`src/design/tekp_pkg.sv`:
```
// shared types, character constants and helpers for the terminal escape key parser
package tekp_pkg;

   typedef enum logic [1:0] {
      KIND_NONE    = 2'd0,
      KIND_ESC     = 2'd1,
      KIND_NEWLINE = 2'd2,
      KIND_CHAR    = 2'd3
   } kind_type;

   typedef struct packed {
      kind_type    kind;
      logic [20:0] out_char;
      logic [3:0]  seq_len;
      logic [63:0] seq_bytes;
   } result_type;

   localparam int CP_W     = 21;
   localparam int REPORT_BYTES = 8;

   localparam logic [CP_W-1:0] CP_ESC  = 21'h00001b;
   localparam logic [CP_W-1:0] CP_LBR  = 21'h00005b;
   localparam logic [CP_W-1:0] CP_O    = 21'h00004f;
   localparam logic [CP_W-1:0] CP_LF   = 21'h00000a;
   localparam logic [CP_W-1:0] CP_CR   = 21'h00000d;
   localparam logic [CP_W-1:0] CP_ZERO = 21'h000030;
   localparam logic [CP_W-1:0] CP_NINE = 21'h000039;
   localparam logic [CP_W-1:0] CP_SEMI = 21'h00003b;

   localparam logic [7:0] BYTE_ESC = 8'h1b;
   localparam logic [7:0] BYTE_LBR = 8'h5b;
   localparam logic [7:0] BYTE_O   = 8'h4f;

   // letters and symbols that close a sequence
   function automatic logic is_terminator(input logic [CP_W-1:0] c);
      logic hit;
      hit = 1'b0;
      if (c >= 21'h000061 && c <= 21'h000065) hit = 1'b1;
      if (c >= 21'h000041 && c <= 21'h000049) hit = 1'b1;
      if (c == 21'h00004b || c == 21'h00004d || c == 21'h00004e) hit = 1'b1;
      if (c >= 21'h000050 && c <= 21'h00005a) hit = 1'b1;
      if (c == 21'h00007e || c == 21'h000024 || c == 21'h00005e) hit = 1'b1;
      return hit;
   endfunction

endpackage

```
`src/design/terminal_escape_key_parser.sv`:
```
// top level: input register, decode, parser state and result register
//
// Usage:
//   req channel carries one decoded keyboard character per word: code point in
//   req_tdata, empty/invalid marker in req_tuser. Every accepted word yields
//   exactly one rsp word: kind in rsp_tuser, the passed-through character,
//   sequence length and sequence bytes in rsp_tdata.
//   An ESC starts a pending escape; following ASCII bytes collect in a buffer
//   of MAX_SEQ_BYTES until a terminator completes the sequence, which is then
//   reported as an escape word. CR and LF outside a sequence report newline.
//   The input register captures a word on acceptance; the result register captures
//   its result once it is free, and rsp_tvalid rises with it.
//   Throughput: one word per cycle while rsp_tready is high, set by the single
//   decode stage that reads and updates the parser state in one pass.
//   Reset clears both pipeline stages, the escape flag and the buffer.
//   When rsp_tready is low the result register holds; one more word may sit
//   in the input register, after which req_tready drops until the result
//   is taken. No word is dropped or duplicated under stalls.
module terminal_escape_key_parser
   import tekp_pkg::*;
#(
   parameter int MAX_SEQ_BYTES = 8
) (
   input  logic        clock,
   input  logic        reset,
   input  logic        req_tvalid,
   output logic        req_tready,
   input  logic [23:0] req_tdata,   // [20:0] key_code, rest zero
   input  logic [0:0]  req_tuser,   // [0] is_empty
   output logic        rsp_tvalid,
   input  logic        rsp_tready,
   output logic [95:0] rsp_tdata,   // [20:0] out_char, [24:21] seq_len, [88:25] seq_bytes
   output logic [1:0]  rsp_tuser    // [1:0] kind
);

   localparam int CNT_W = $clog2(MAX_SEQ_BYTES + 1);

   logic                          in_valid_ff;
   logic                          in_empty_ff;
   logic [CP_W-1:0]               in_cp_ff;
   logic                          out_valid_ff;
   result_type                    out_res_ff;
   logic                          pend_ff;
   logic [MAX_SEQ_BYTES-1:0][7:0] buf_ff;
   logic [CNT_W-1:0]              cnt_ff;

   logic                          pend_in;
   logic [MAX_SEQ_BYTES-1:0][7:0] buf_in;
   logic [CNT_W-1:0]              cnt_in;
   result_type                    res_in;
   logic                          out_free;
   logic                          advance;
   logic                          req_take;

   assign out_free   = !out_valid_ff || rsp_tready;
   assign advance    = in_valid_ff && out_free;
   assign req_tready = !in_valid_ff || advance;
   assign req_take   = req_tvalid && req_tready;

   tekp_step #(
      .MAX_SEQ_BYTES (MAX_SEQ_BYTES),
      .CNT_W         (CNT_W)
   ) u_step (
      .is_empty   (in_empty_ff),
      .key_code   (in_cp_ff),
      .pend       (pend_ff),
      .seq_buf    (buf_ff),
      .seq_cnt    (cnt_ff),
      .next_pend  (pend_in),
      .next_buf   (buf_in),
      .next_cnt   (cnt_in),
      .res        (res_in)
   );

   always_ff @(posedge clock) begin
      if (reset) begin
         in_valid_ff  <= 1'b0;
         out_valid_ff <= 1'b0;
         pend_ff      <= 1'b0;
         buf_ff       <= '0;
         cnt_ff       <= '0;
      end else begin
         if (req_take) begin
            in_valid_ff <= 1'b1;
         end else if (advance) begin
            in_valid_ff <= 1'b0;
         end
         if (advance) begin
            out_valid_ff <= 1'b1;
            pend_ff      <= pend_in;
            buf_ff       <= buf_in;
            cnt_ff       <= cnt_in;
         end else if (rsp_tready) begin
            out_valid_ff <= 1'b0;
         end
      end
   end

   // payload registers
   always_ff @(posedge clock) begin
      if (req_take) begin
         in_empty_ff <= req_tuser[0];
         in_cp_ff    <= req_tdata[CP_W-1:0];
      end
      if (advance) begin
         out_res_ff <= res_in;
      end
   end

   assign rsp_tvalid = out_valid_ff;
   assign rsp_tdata  = {7'b0, out_res_ff.seq_bytes, out_res_ff.seq_len, out_res_ff.out_char};
   assign rsp_tuser  = out_res_ff.kind;

endmodule

```
`src/design/tekp_step.sv`:
```
// one-word decode: result and next parser state from the current state and a character
module tekp_step
   import tekp_pkg::*;
#(
   parameter int MAX_SEQ_BYTES = 8,
   parameter int CNT_W         = 4
) (
   input  logic                           is_empty,
   input  logic [CP_W-1:0]                key_code,
   input  logic                           pend,
   input  logic [MAX_SEQ_BYTES-1:0][7:0]  seq_buf,
   input  logic [CNT_W-1:0]               seq_cnt,
   output logic                           next_pend,
   output logic [MAX_SEQ_BYTES-1:0][7:0]  next_buf,
   output logic [CNT_W-1:0]               next_cnt,
   output result_type                     res
);

   localparam int REP_N = (MAX_SEQ_BYTES < REPORT_BYTES) ? MAX_SEQ_BYTES : REPORT_BYTES;

   logic [MAX_SEQ_BYTES-1:0][7:0] app_buf;
   logic [MAX_SEQ_BYTES-1:0][7:0] rep_buf;
   logic [CNT_W-1:0]              app_cnt;
   logic [CNT_W-1:0]              rep_cnt;
   logic [4:0]                    rep_cnt_ext;
   logic                          do_append;
   logic                          do_report;
   logic                          report_app;
   logic                          is_esc;
   logic                          cnt_one;
   logic                          cnt_two;
   logic                          head_esc;
   logic                          head_lbr;
   logic                          is_digit;

   assign is_esc   = (key_code == CP_ESC);
   assign cnt_one  = (seq_cnt == CNT_W'(1));
   assign cnt_two  = (seq_cnt == CNT_W'(2));
   assign head_esc = (seq_buf[0] == BYTE_ESC);
   assign head_lbr = (seq_buf[0] == BYTE_LBR);
   assign is_digit = (key_code >= CP_ZERO && key_code <= CP_NINE);
   assign app_cnt  = seq_cnt + CNT_W'(1);

   // buffer with the character written at the fill position
   always_comb begin
      app_buf = seq_buf;
      for (int i = 0; i < MAX_SEQ_BYTES; i++) begin
         if (seq_cnt == CNT_W'(i)) app_buf[i] = key_code[7:0];
      end
   end

   always_comb begin
      next_pend  = pend;
      next_buf   = seq_buf;
      next_cnt   = seq_cnt;
      do_append  = 1'b0;
      do_report  = 1'b0;
      report_app = 1'b0;
      res        = '0;
      res.kind   = KIND_NONE;

      priority if ((is_empty || is_esc) && pend && cnt_one) begin
         // lone escape
         next_pend = 1'b0;
         next_buf  = '0;
         next_cnt  = '0;
         res.kind  = KIND_ESC;
      end else if (is_empty) begin
         next_pend = pend;
      end else if (is_esc) begin
         next_buf = '0;
         if (!pend) begin
            next_pend   = 1'b1;
            next_buf[0] = BYTE_ESC;
            next_cnt    = CNT_W'(1);
         end else begin
            next_cnt = '0;
            res.kind = KIND_ESC;
         end
      end else if (seq_cnt != '0) begin
         next_pend = 1'b0;
         priority if (seq_cnt >= CNT_W'(MAX_SEQ_BYTES)) begin
            // overflow abort
            next_buf = '0;
            next_cnt = '0;
         end else if ((key_code == CP_LBR || key_code == CP_O) && head_esc) begin
            next_buf    = '0;
            next_buf[0] = key_code[7:0];
            next_cnt    = CNT_W'(1);
         end else if (key_code == CP_LF) begin
            res.kind = KIND_NEWLINE;
         end else if (key_code == CP_LBR) begin
            if (cnt_one && head_lbr) begin
               do_append = 1'b1;
            end else begin
               do_report  = 1'b1;
               report_app = cnt_two && head_lbr && (seq_buf[1] == BYTE_O);
            end
         end else if (is_digit || key_code == CP_SEMI) begin
            do_append = 1'b1;
         end else if (key_code == CP_O) begin
            if (cnt_two && head_lbr && (seq_buf[1] == BYTE_LBR)) begin
               do_report  = 1'b1;
               report_app = 1'b1;
            end else begin
               do_append = 1'b1;
            end
         end else if (is_terminator(key_code)) begin
            do_report  = 1'b1;
            report_app = 1'b1;
         end else begin
            // bad sequence, character dropped
            do_report = 1'b1;
         end
      end else begin
         next_pend = 1'b0;
         if (key_code == CP_CR || key_code == CP_LF) begin
            res.kind = KIND_NEWLINE;
         end else begin
            res.kind     = KIND_CHAR;
            res.out_char = key_code;
         end
      end

      if (do_append) begin
         next_buf = app_buf;
         next_cnt = app_cnt;
      end

      rep_buf     = report_app ? app_buf : seq_buf;
      rep_cnt     = report_app ? app_cnt : seq_cnt;
      rep_cnt_ext = 5'(rep_cnt);

      if (do_report) begin
         res.kind    = KIND_ESC;
         res.seq_len = (rep_cnt_ext > 5'd8) ? 4'd8 : rep_cnt_ext[3:0];
         // bytes past the count are always zero in the buffer
         for (int k = 0; k < REP_N; k++) begin
            res.seq_bytes[8*k +: 8] = rep_buf[k];
         end
         next_buf = '0;
         next_cnt = '0;
      end
   end

endmodule

```
`config.mk`:
```
export PLATFORM = sky130hd
export DESIGN_NAME = terminal_escape_key_parser
export DESIGN_NICKNAME = d
export VERILOG_FILES = /design/src/design/tekp_pkg.sv /design/src/design/terminal_escape_key_parser.sv /design/src/design/tekp_step.sv
export SDC_FILE = /design/constraint.sdc
export NUM_CORES = 1
export LEC_CHECK = 0
export ABC_CLOCK_PERIOD_IN_PS = 5000
export BUFFER_PORTS_ARGS = -buffer_cell sky130_fd_sc_hd__clkbuf_2
export CAP_MARGIN = 5
export CORE_ASPECT_RATIO = 1.25
export CORE_MARGIN = 1.5
export CORE_UTILIZATION = 36
export CTS_CLUSTER_DIAMETER = 40
export DETAILED_ROUTE_END_ITERATION = 10
export HOLD_SLACK_MARGIN = 0.05
export PLACE_DENSITY_LB_ADDON = 0.08
export RECOVER_POWER = 50
export SETUP_SLACK_MARGIN = 0.15
export SYNTH_ARGS = -nofsm -noshare
export SYNTH_HDL_FRONTEND = slang
export SYNTH_HIERARCHICAL = 1
export SYNTH_SLANG_ARGS = --single-unit
```
`constraint.sdc`:
```
create_clock -name clock -period 5 [get_ports clock]
set_clock_uncertainty 0.05 [all_clocks]
set_input_delay 1 -clock clock [delete_from_list [all_inputs] [get_ports clock]]
set_output_delay 1 -clock clock [all_outputs]
set_load 0.005 [all_outputs]
```
==> results of run 1 <==
[cells by family after synthesis]
group,count (synthesis)
and+or+nand+nor,362
AOI/OAI and AO/OA,224
DFF,184
other,1
muxes,72
buffers and inverters,96
adders and majority gates,4
xor gates and xnor gates,3
[layout make-up]
type / instances / area (sq um)
Fill cell: 2735 / 16200
Sequential cell: 184 / 4810
Multi-Input combinational cell: 672 / 4700
Timing Repair Buffer: 144 / 757
Tap cell: 350 / 438
Clock buffer: 18 / 429
Clock inverter: 14 / 126
Inverter: 6 / 22.5
[stage by stage]
| stage | area [sq um] | total power [mW] | utilization [%] | hold slack, ns |
|---|---|---|---|---|
| finish | 11300 | 3.20 | 41.1 | 0.434 |
| global route | 11300 | 3.32 | 41.1 | 0.462 |
| CTS | 11400 | 3.25 | 41.4 | 0.439 |
| floorplan | 10000 | 1.85 | - | 0.395 |
| global placement | 10800 | 1.93 | 39.3 | 0.413 |
| detailed placement | 10800 | 1.93 | 39.3 | 0.425 |
[path summary, 6_finish.rpt]
| path | to | startpoint | cells past startpoint |
|---|---|---|---|
| setup / recovery | buf_ff[45] | rsp_tready | 5 |
| hold / removal | buf_ff[55] | buf_ff[55] | 2 |
| setup reg to reg | rsp_tdata[54] | in_cp_ff[1] | 7 |
| hold reg to reg | buf_ff[55] | buf_ff[55] | 2 |
[cells in the mapped netlist (3+ instances only)]
cell type  instances
nand2b_1         142
edfxtp_1         113
mux2i_1           72
dfxtp_1           71
a21oi_1           66
nand4_1           57
clkbuf_1          53
o31ai_1           52
a22o_1            51
and2_1            45
nor2_1            25
buf_2             18
nand2_1           18
nand3_1           11
and3_1            10
nor3_1             9
buf_12             8
nor2b_1            8
buf_4              7
o21ai_0            7
o21ai_1            7
o32ai_2            7
inv_1              6
nor4_1             5
a31oi_1            4
and4_1             4
buf_1              4
ha_1               4
nand4b_1           4
o211a_1            4
o211ai_1           4
o21a_1             4
a21boi_0           3
a21o_1             3
[registers in the layout (all words and copies together) (netlist names)]
name,cells
buf_ff,64
cnt_ff,4
in_cp_ff,21
in_empty_ff,1
in_valid_ff,1
pend_ff,1
rsp_tdata,89
rsp_tuser,2
rsp_tvalid,1
[power groups by stage]
stage | Clock [mW] | Sequential [mW] | Combinational [mW]
detailed placement | 0 | 1.72 | 0.213
global placement | 0 | 1.72 | 0.212
finish | 1.30 | 1.69 | 0.208
floorplan | 0 | 1.71 | 0.141
CTS | 1.35 | 1.68 | 0.213
global route | 1.40 | 1.69 | 0.226
[worst register-to-register path, stage by stage (launching register included)]
cell and delay (ns):
edfxtp_1 0.74, buf_4 0.39, and3_1 0.19, o211ai_1 0.11, o211ai_1 0.67, o21ai_1 0.45, o31ai_1 0.40, a21oi_1 0.12
[routing by layer]
metal	up-vias	part of all wire (%)
met2	197	48
met5	-	0
met1	3833	46
li1	3693	-
met3	27	3.8
met4	0	1.5
==> results.sh, run 1 <==
export IMPL_cp_cell_sequence="clkbuf_1 -> nor2b_1 -> nor2b_4 -> clkbuf_2 -> mux2i_1"
export IMPL_max_cap_violations=2
export IMPL_cts_sinks=184
export IMPL_gr_usage_met3_pct=2.86
export IMPL_use_met1_pct=25.6
export IMPL_die_area_sq_um=28800
export IMPL_synthAdderAreaFrac_pct=0.500
export IMPL_synth_compound_area_share_pct=16.2
export IMPL_hold_viol_final=0
export IMPL_globalRouteOverflowTotal=0
export IMPL_netSwitchingPower_mw=0.763
export IMPL_synth_area_sq_um=10000
export IMPL_synthArstFlopShare_pct=0
export IMPL_drtIter0Drc=458
export IMPL_r2r_slack_ns=1.62
export IMPL_num_rows=68
export IMPL_pwr_share_clk_pct=40.7
export IMPL_violations="max-capacitance violations, max-slew violations"
export IMPL_worstHoldPathType="reg -> reg"
export IMPL_firstDrtPassIters=4
export IMPL_setup_viol=0
export IMPL_clkTransAtPathRegs_ns=0.07
export IMPL_grt_pass1_vias=7554
export IMPL_tightest_slew_ns=2.86
export IMPL_p_leak_nw=3.63
export IMPL_worst_path_buf_inv=2
export IMPL_synth_top_family_by_area="simple AND/OR/NAND/NOR gates"
export IMPL_critPathCaptureType="flop"
export IMPL_final_common_cell="nand2b_1"
export IMPL_antenna_found_initial=0
export IMPL_port_buffers=118
export IMPL_finalSetupTns_ns=0
export IMPL_wirelength_mm=27.8
export IMPL_globalRoute_busiestLayer="met2"
export IMPL_critPathTopFamily="buffers and inverters"
export IMPL_drv_slew=161
export IMPL_place_hpwl_mm=17.4
export IMPL_fmax_mhz=290
export IMPL_rsz0062_at_grt="no"
export IMPL_grt_max_degree=100
export IMPL_yosys_top_cells_area="edfxtp_1 (34%), dfxtp_1 (14%), nand2b_1 (8.9%)"
export IMPL_critPathSlowestCell="clkbuf_2"
export IMPL_cts_resized=0
export IMPL_max_stage_delay_ns=1.92
export IMPL_yosysTopAreaCell="edfxtp_1"
export IMPL_cts_hold_buf=0
export IMPL_intPower_mw=2.43
export IMPL_insertion_delay_ns=0.44
export IMPL_avgSynthCellArea_sq_um=10.6
export IMPL_ys_seq_area_share_pct=48.1
export IMPL_crit_type="in -> reg"
export IMPL_numCtsBuffers=17
export IMPL_grtUsageTotal_pct=19.3
export IMPL_tritoncts="built"
export IMPL_relSlewSlack_pct=-90.6
export IMPL_p_per_area_nw_per_um2=283
export IMPL_start_kind="input pin"
export IMPL_finalCritPeriodShare_pct=69.0
export IMPL_gp_congestion=0.796
export IMPL_status="finished with violations"
export IMPL_synthFlopType="edfxtp_1"
export IMPL_cts_max_level=4
export IMPL_drive_gt1_share_pct=15.0
export IMPL_fin_crit_ns=3.45
export IMPL_dr_total_vias=7750
export IMPL_combPwrFrac_pct=6.5
export IMPL_ir_worst_vdd_v=0.000186
export IMPL_synth_area_mux_share_pct=7.20
export IMPL_syn_inst=946
export IMPL_arrival_ns=3.62
export IMPL_netlist_area_leader_share_pct=33.9
export IMPL_grt_pass1_wl_mm=43.5
export IMPL_clockRootBuffer="clkbuf_16"
export IMPL_place_inst=1356
export IMPL_final_antenna_net_count=0
export IMPL_n_antenna_cell=0
export IMPL_fp_dieH_microns=189
export IMPL_synthDistinctLibCells=63
export IMPL_critPathMaxFanout=99
export IMPL_final_cell_mix="nand2b_1 (142), edfxtp_1 (113), clkbuf_2 (84), mux2i_1 (72), dfxtp_1 (71)"
export IMPL_die_width_microns=152
export IMPL_post_drt_via_cell_ratio=5.58
export IMPL_core_area_sq_um=27500
export IMPL_area_delta_synth_final_pct=12.7
export IMPL_fin_ws_ns=1.55
export IMPL_cts_buffer_depth=2
export IMPL_yosysWarnings=6
export IMPL_layout_cells_non_filler=1388
export IMPL_critPathRequiredTime_ns=5.16
export IMPL_pre_cts_ws_ns=1.66
export IMPL_grtUsageMet2_pct=32.4
export IMPL_ios=129
export IMPL_p_seq_share_pct=52.8
export IMPL_ys_ff_latch=184
export IMPL_drc=0
export IMPL_synthSimpleGateAreaFrac_pct=22.3
export IMPL_wl_per_cell_microns=20.0
export IMPL_p_sw_share_pct=23.9
export IMPL_nNetsFinal=1058
export IMPL_postCtsSetupBuffers=0
export IMPL_start_util_pct=36.4
export IMPL_synth_edf_count=113
export IMPL_synth_xor_area_share_pct=0.262
Note: power is estimated with default switching activity, not from simulation.
==> inputs of run 2 (changes only) <==
--- a/config.mk
+++ b/config.mk
@@ -5,7 +5,7 @@
 export SDC_FILE = /design/constraint.sdc
 export NUM_CORES = 1
 export LEC_CHECK = 0
-export ABC_CLOCK_PERIOD_IN_PS = 5000
+export ABC_CLOCK_PERIOD_IN_PS = 3210
 export BUFFER_PORTS_ARGS = -buffer_cell sky130_fd_sc_hd__clkbuf_2
 export CAP_MARGIN = 5
 export CORE_ASPECT_RATIO = 1.25
==> constraint.sdc (replaced) <==
create_clock -name clock -period 3.21 [get_ports clock]
set_clock_uncertainty 0.05 [all_clocks]
set_input_delay 0.642 -clock clock [delete_from_list [all_inputs] [get_ports clock]]
set_output_delay 0.642 -clock clock [all_outputs]
set_load 0.005 [all_outputs]
==> results.sh, run 2 (same netlist as run 1, synthesis figures left out) <==
export IMPL_grtUsageTotal_pct=19.4
export IMPL_core_area_sq_um=27500
export IMPL_finalCritPeriodShare_pct=90.8
export IMPL_drc=0
export IMPL_globalRouteOverflowTotal=0
export IMPL_gp_congestion=0.829
export IMPL_die_area_sq_um=28800
export IMPL_status="completed"
export IMPL_p_leak_nw=3.85
export IMPL_critPathSlowestCell="edfxtp_1"
export IMPL_worstHoldPathType="in -> reg"
export IMPL_fin_crit_ns=2.91
export IMPL_largest_reg_flops=89
export IMPL_fillers=2753
export IMPL_critPathTopFamily="compound AO/OA/AOI/OAI gates"
export IMPL_critPathCaptureType="flop"
export IMPL_ir_worst_vdd_v=0.000377
export IMPL_setup_viol=0
export IMPL_ios=129
export IMPL_finish_utilization_pct=42.6
export IMPL_top_layer="met4"
export IMPL_relSlewSlack_pct=15.5
export IMPL_nNetsFinal=1097
export IMPL_wl_met2_mm=13.4
export IMPL_final_common_cell="nand2b_1"
export IMPL_fp_dieH_microns=189
export IMPL_finalSetupTns_ns=0
export IMPL_port_buffers=118
export IMPL_critPathRequiredTime_ns=3.52
export IMPL_max_stage_delay_ns=0.65
export IMPL_antenna_found_initial=0
export IMPL_place_hpwl_mm=18.2
export IMPL_max_cap_violations=0
export IMPL_start_util_pct=36.4
export IMPL_fmax_mhz=343
export IMPL_drive_gt1_share_pct=18.4
export IMPL_area_delta_synth_final_pct=17.0
export IMPL_cp_cell_sequence="xnor2_1 -> nor3_2 -> a21boi_1 -> o21a_1 -> buf_4 -> or2_2 -> o32ai_1 -> nand2b_1 -> mux2i_1"
export IMPL_numCtsBuffers=17
export IMPL_cts_sinks=184
export IMPL_clkTransAtPathRegs_ns=0.07
export IMPL_hold_ws_ns=0.326
export IMPL_grt_max_degree=84
export IMPL_dr_total_vias=7816
export IMPL_insertion_delay_ns=0.44
export IMPL_grt_pass1_vias=7598
export IMPL_num_rows=68
export IMPL_grt_pass1_wl_mm=43.8
export IMPL_final_antenna_net_count=0
export IMPL_n_antenna_cell=0
export IMPL_multi_input_area_sq_um=4730
export IMPL_p_per_area_nw_per_um2=441
export IMPL_cts_max_level=4
export IMPL_critPathMaxFanout=15
export IMPL_die_width_microns=152
export IMPL_crit_type="reg -> reg"
export IMPL_start_kind="flop"
export IMPL_routed_wl_met3_mm=1.03
export IMPL_arrival_ns=3.22
export IMPL_wl_per_cell_microns=19.6
export IMPL_power_mw=5.17
export IMPL_regArea_sq_um=4820
export IMPL_tightest_slew_ns=1.27
export IMPL_rsz0062_at_grt="no"
export IMPL_tritoncts="built"
export IMPL_drtIter0Drc=527
export IMPL_wl_met1_mm=13.0
export IMPL_firstDrtPassIters=4
export IMPL_drv_slew=0
export IMPL_post_drt_via_cell_ratio=5.48
export IMPL_final_cell_mix="nand2b_1 (142), edfxtp_1 (113), clkbuf_2 (85), mux2i_1 (72), dfxtp_1 (70)"
export IMPL_cts_buffer_depth=2
export IMPL_hold_viol_final=0
export IMPL_wirelength_mm=27.9
export IMPL_clockRootBuffer="clkbuf_16"
export IMPL_worst_path_buf_inv=1
run 2: cell types whose count changed in the layout (fill, tap and decap cells not counted), sizes merged:
cell | before | now
buf | 23 | 59
clkinv | 8 | 0
clkbuf | 139 | 144
inv | 8 | 11
bufinv | 1 | 3
clkinvlp | 3 | 4
run 2: repair_timing:
item	4_1_cts	5_1_grt
endpoints found under the setup margin	0	54
hold buffers	0	0
setup buffers	0	1
resized for setup	0	9
run 2: layout make-up:
class / instances / share of cell area, %
clock buffers: 20 / 3.73
clock inverters: 12 / 1.42
inverters: 6 / 0.192
multi-input cells: 672 / 40.4
flip-flops and latches: 184 / 41.1
well taps: 350 / 3.74
repair buffers: 183 / 9.47
run 2: routing by layer:
layer,track usage [%],up-vias
met5,0,-
met4,6.01,0
met3,2.98,23
met2,32.2,187
met1,26.2,3833
li1,-,3773
run 2: per-stage QoR:
stage / instances / setup WS, ns / instance area, sq um
5_1_grt: 1427 / 0.138 / 11700
3_5_place_dp: 1394 / 0.230 / 11200
2_1_floorplan: 952 / 0.618 / 10000
6_report: 1427 / 0.296 / 11700
3_3_place_gp: 1394 / 0.211 / 11200
4_1_cts: 1426 / 0.206 / 11800
run 2: power breakdown:
| part | internal (mW) | switching [mW] | leakage [nW] |
|---|---|---|---|
| Combinational | 0.137 | 0.202 | 1.97 |
| Clock | 1.24 | 0.965 | 0.280 |
| Sequential | 2.58 | 0.0380 | 1.60 |
run 2: final timing paths:
check        depth (start not counted)           end  slack, ns     startpoint
min reg2reg                          2    buf_ff[47]       0.44     buf_ff[47]
min                                  1  in_cp_ff[12]       0.33  req_tdata[12]
max                                  9     cnt_ff[0]       0.30    in_cp_ff[2]
max reg2reg                          9     cnt_ff[0]       0.30    in_cp_ff[2]
==> inputs of run 3 (changes only) <==
--- a/config.mk
+++ b/config.mk
@@ -10,7 +10,7 @@
 export CAP_MARGIN = 5
 export CORE_ASPECT_RATIO = 1.25
 export CORE_MARGIN = 1.5
-export CORE_UTILIZATION = 36
+export CORE_UTILIZATION = 59
 export CTS_CLUSTER_DIAMETER = 40
 export DETAILED_ROUTE_END_ITERATION = 10
 export HOLD_SLACK_MARGIN = 0.05
==> results.sh, run 3 (same netlist as run 1, synthesis figures left out) <==
export IMPL_die_width_microns=120
export IMPL_dr_total_vias=8016
export IMPL_regArea_sq_um=4810
export IMPL_cts_buffer_depth=2
export IMPL_grtUsageTotal_pct=28.3
export IMPL_tritoncts="built"
export IMPL_antenna_found_initial=0
export IMPL_drc=0
export IMPL_clkTransAtPathRegs_ns=0.07
export IMPL_power_mw=4.97
export IMPL_final_cell_mix="nand2b_1 (142), edfxtp_1 (113), clkbuf_2 (95), mux2i_1 (72), dfxtp_1 (71)"
export IMPL_post_drt_via_cell_ratio=6.18
export IMPL_cts_sinks=184
export IMPL_fillers=1350
export IMPL_ios=129
export IMPL_relSlewSlack_pct=-34.6
export IMPL_p_leak_nw=3.86
export IMPL_port_buffers=118
export IMPL_fmax_mhz=330
export IMPL_crit_type="reg -> reg"
export IMPL_critPathCaptureType="flop"
export IMPL_fp_dieH_microns=149
export IMPL_globalRouteOverflowTotal=0
export IMPL_n_antenna_cell=0
export IMPL_finalSetupTns_ns=0
export IMPL_critPathSlowestCell="o32ai_2"
export IMPL_cts_max_level=4
export IMPL_critPathRequiredTime_ns=3.50
export IMPL_hold_viol_final=0
export IMPL_num_rows=53
export IMPL_status="finished with violations"
export IMPL_insertion_delay_ns=0.43
export IMPL_grt_pass1_wl_mm=39.4
export IMPL_max_stage_delay_ns=0.67
export IMPL_worst_path_buf_inv=0
export IMPL_largest_reg_flops=89
export IMPL_drv_slew=179
export IMPL_setup_viol=0
export IMPL_critPathTopFamily="compound AO/OA/AOI/OAI gates"
export IMPL_area_delta_synth_final_pct=15.0
export IMPL_p_per_area_nw_per_um2=432
export IMPL_firstDrtPassIters=8
export IMPL_ir_worst_vdd_v=0.000325
export IMPL_tightest_slew_ns=2.02
export IMPL_nNetsFinal=1097
export IMPL_die_area_sq_um=17800
export IMPL_clockRootBuffer="clkbuf_16"
export IMPL_grt_pass1_vias=7522
export IMPL_numCtsBuffers=17
export IMPL_finalCritPeriodShare_pct=94.3
export IMPL_final_common_cell="nand2b_1"
export IMPL_wirelength_mm=25.2
export IMPL_wl_per_cell_microns=19.4
export IMPL_critPathMaxFanout=13
export IMPL_worstHoldPathType="in -> reg"
export IMPL_cp_cell_sequence="nor4_1 -> nand4_1 -> o21a_1 -> o32ai_2 -> a22o_1 -> nand2b_1 -> mux2i_1"
export IMPL_start_kind="flop"
export IMPL_rsz0062_at_grt="no"
export IMPL_place_hpwl_mm=15.7
export IMPL_drtIter0Drc=718
export IMPL_max_cap_violations=2
export IMPL_grt_max_degree=141
export IMPL_drive_gt1_share_pct=19.6
export IMPL_start_util_pct=59.9
export IMPL_gp_congestion=0.906
export IMPL_fin_crit_ns=3.03
export IMPL_violations="max-capacitance violations, max-slew violations"
export IMPL_core_area_sq_um=16700
export IMPL_multi_input_area_sq_um=4730
export IMPL_final_antenna_net_count=0
export IMPL_arrival_ns=3.32
==> run 3: cell count changes in the layout (fill, tap and decap cells not counted), sizes merged <==
cell / previous run / this run
clkinvlp: 4 / 5
clkbuf: 144 / 141
clkinv: 0 / 3
bufinv: 3 / 0
inv: 11 / 13
==> run 3: report_power, final <==
group	internal (mW)	total (mW)	switching (mW)
clock	1.02	2.01	0.987
sequential	2.58	2.61	0.0297
combinational	0.141	0.345	0.204
==> run 3: worst paths after layout <==
path | slack [ns] | to | start | depth (start not counted)
worst max-delay path | 0.18 | buf_ff[61] | in_cp_ff[9] | 7
worst min register to register | 0.43 | buf_ff[55] | buf_ff[55] | 2
worst min-delay path | 0.33 | in_cp_ff[11] | req_tdata[11] | 1
worst max register to register | 0.18 | buf_ff[61] | in_cp_ff[9] | 7
==> run 3: timing repair <==
| item | in CTS | in global routing |
|---|---|---|
| setup endpoints to repair | 0 | 50 |
| setup buffers | 0 | 2 |
| gates resized for setup | 0 | 5 |
| hold buffers | 0 | 0 |
==> run 3: cell type report <==
type | count | share of cell area, %
flip-flops and latches | 184 | 41.8
inverters | 6 | 0.196
repair buffers | 183 | 9.61
clock inverters | 15 | 1.21
multi-input cells | 672 | 41.1
well taps | 220 | 2.39
clock buffers | 17 | 3.69
==> run 3: per-layer routing <==
| layer | routed length, microns | part of all wire (%) | GRT usage (%) |
|---|---|---|---|
| met5 | 0 | 0 | 0 |
| met3 | 1810 | 7.2 | 4.60 |
| met1 | 10800 | 43 | 38.6 |
| met2 | 11900 | 47 | 44.9 |
| met4 | 712 | 2.8 | 12.4 |
==> run 3: through the flow <==
| stage | hold slack, ns | utilization (%) | setup slack (ns) | cells | cell area (sq um) |
|---|---|---|---|---|---|
| floorplan | 0.395 | - | 0.618 | 952 | 10000 |
| global placement | 0.412 | 65.6 | 0.305 | 1262 | 11000 |
| detailed placement | 0.426 | 65.6 | 0.265 | 1262 | 11000 |
| CTS | 0.319 | 69.0 | 0.225 | 1294 | 11500 |
| global route | 0.308 | 68.9 | 0.115 | 1297 | 11500 |
| finish | 0.331 | 68.9 | 0.183 | 1297 | 11500 |
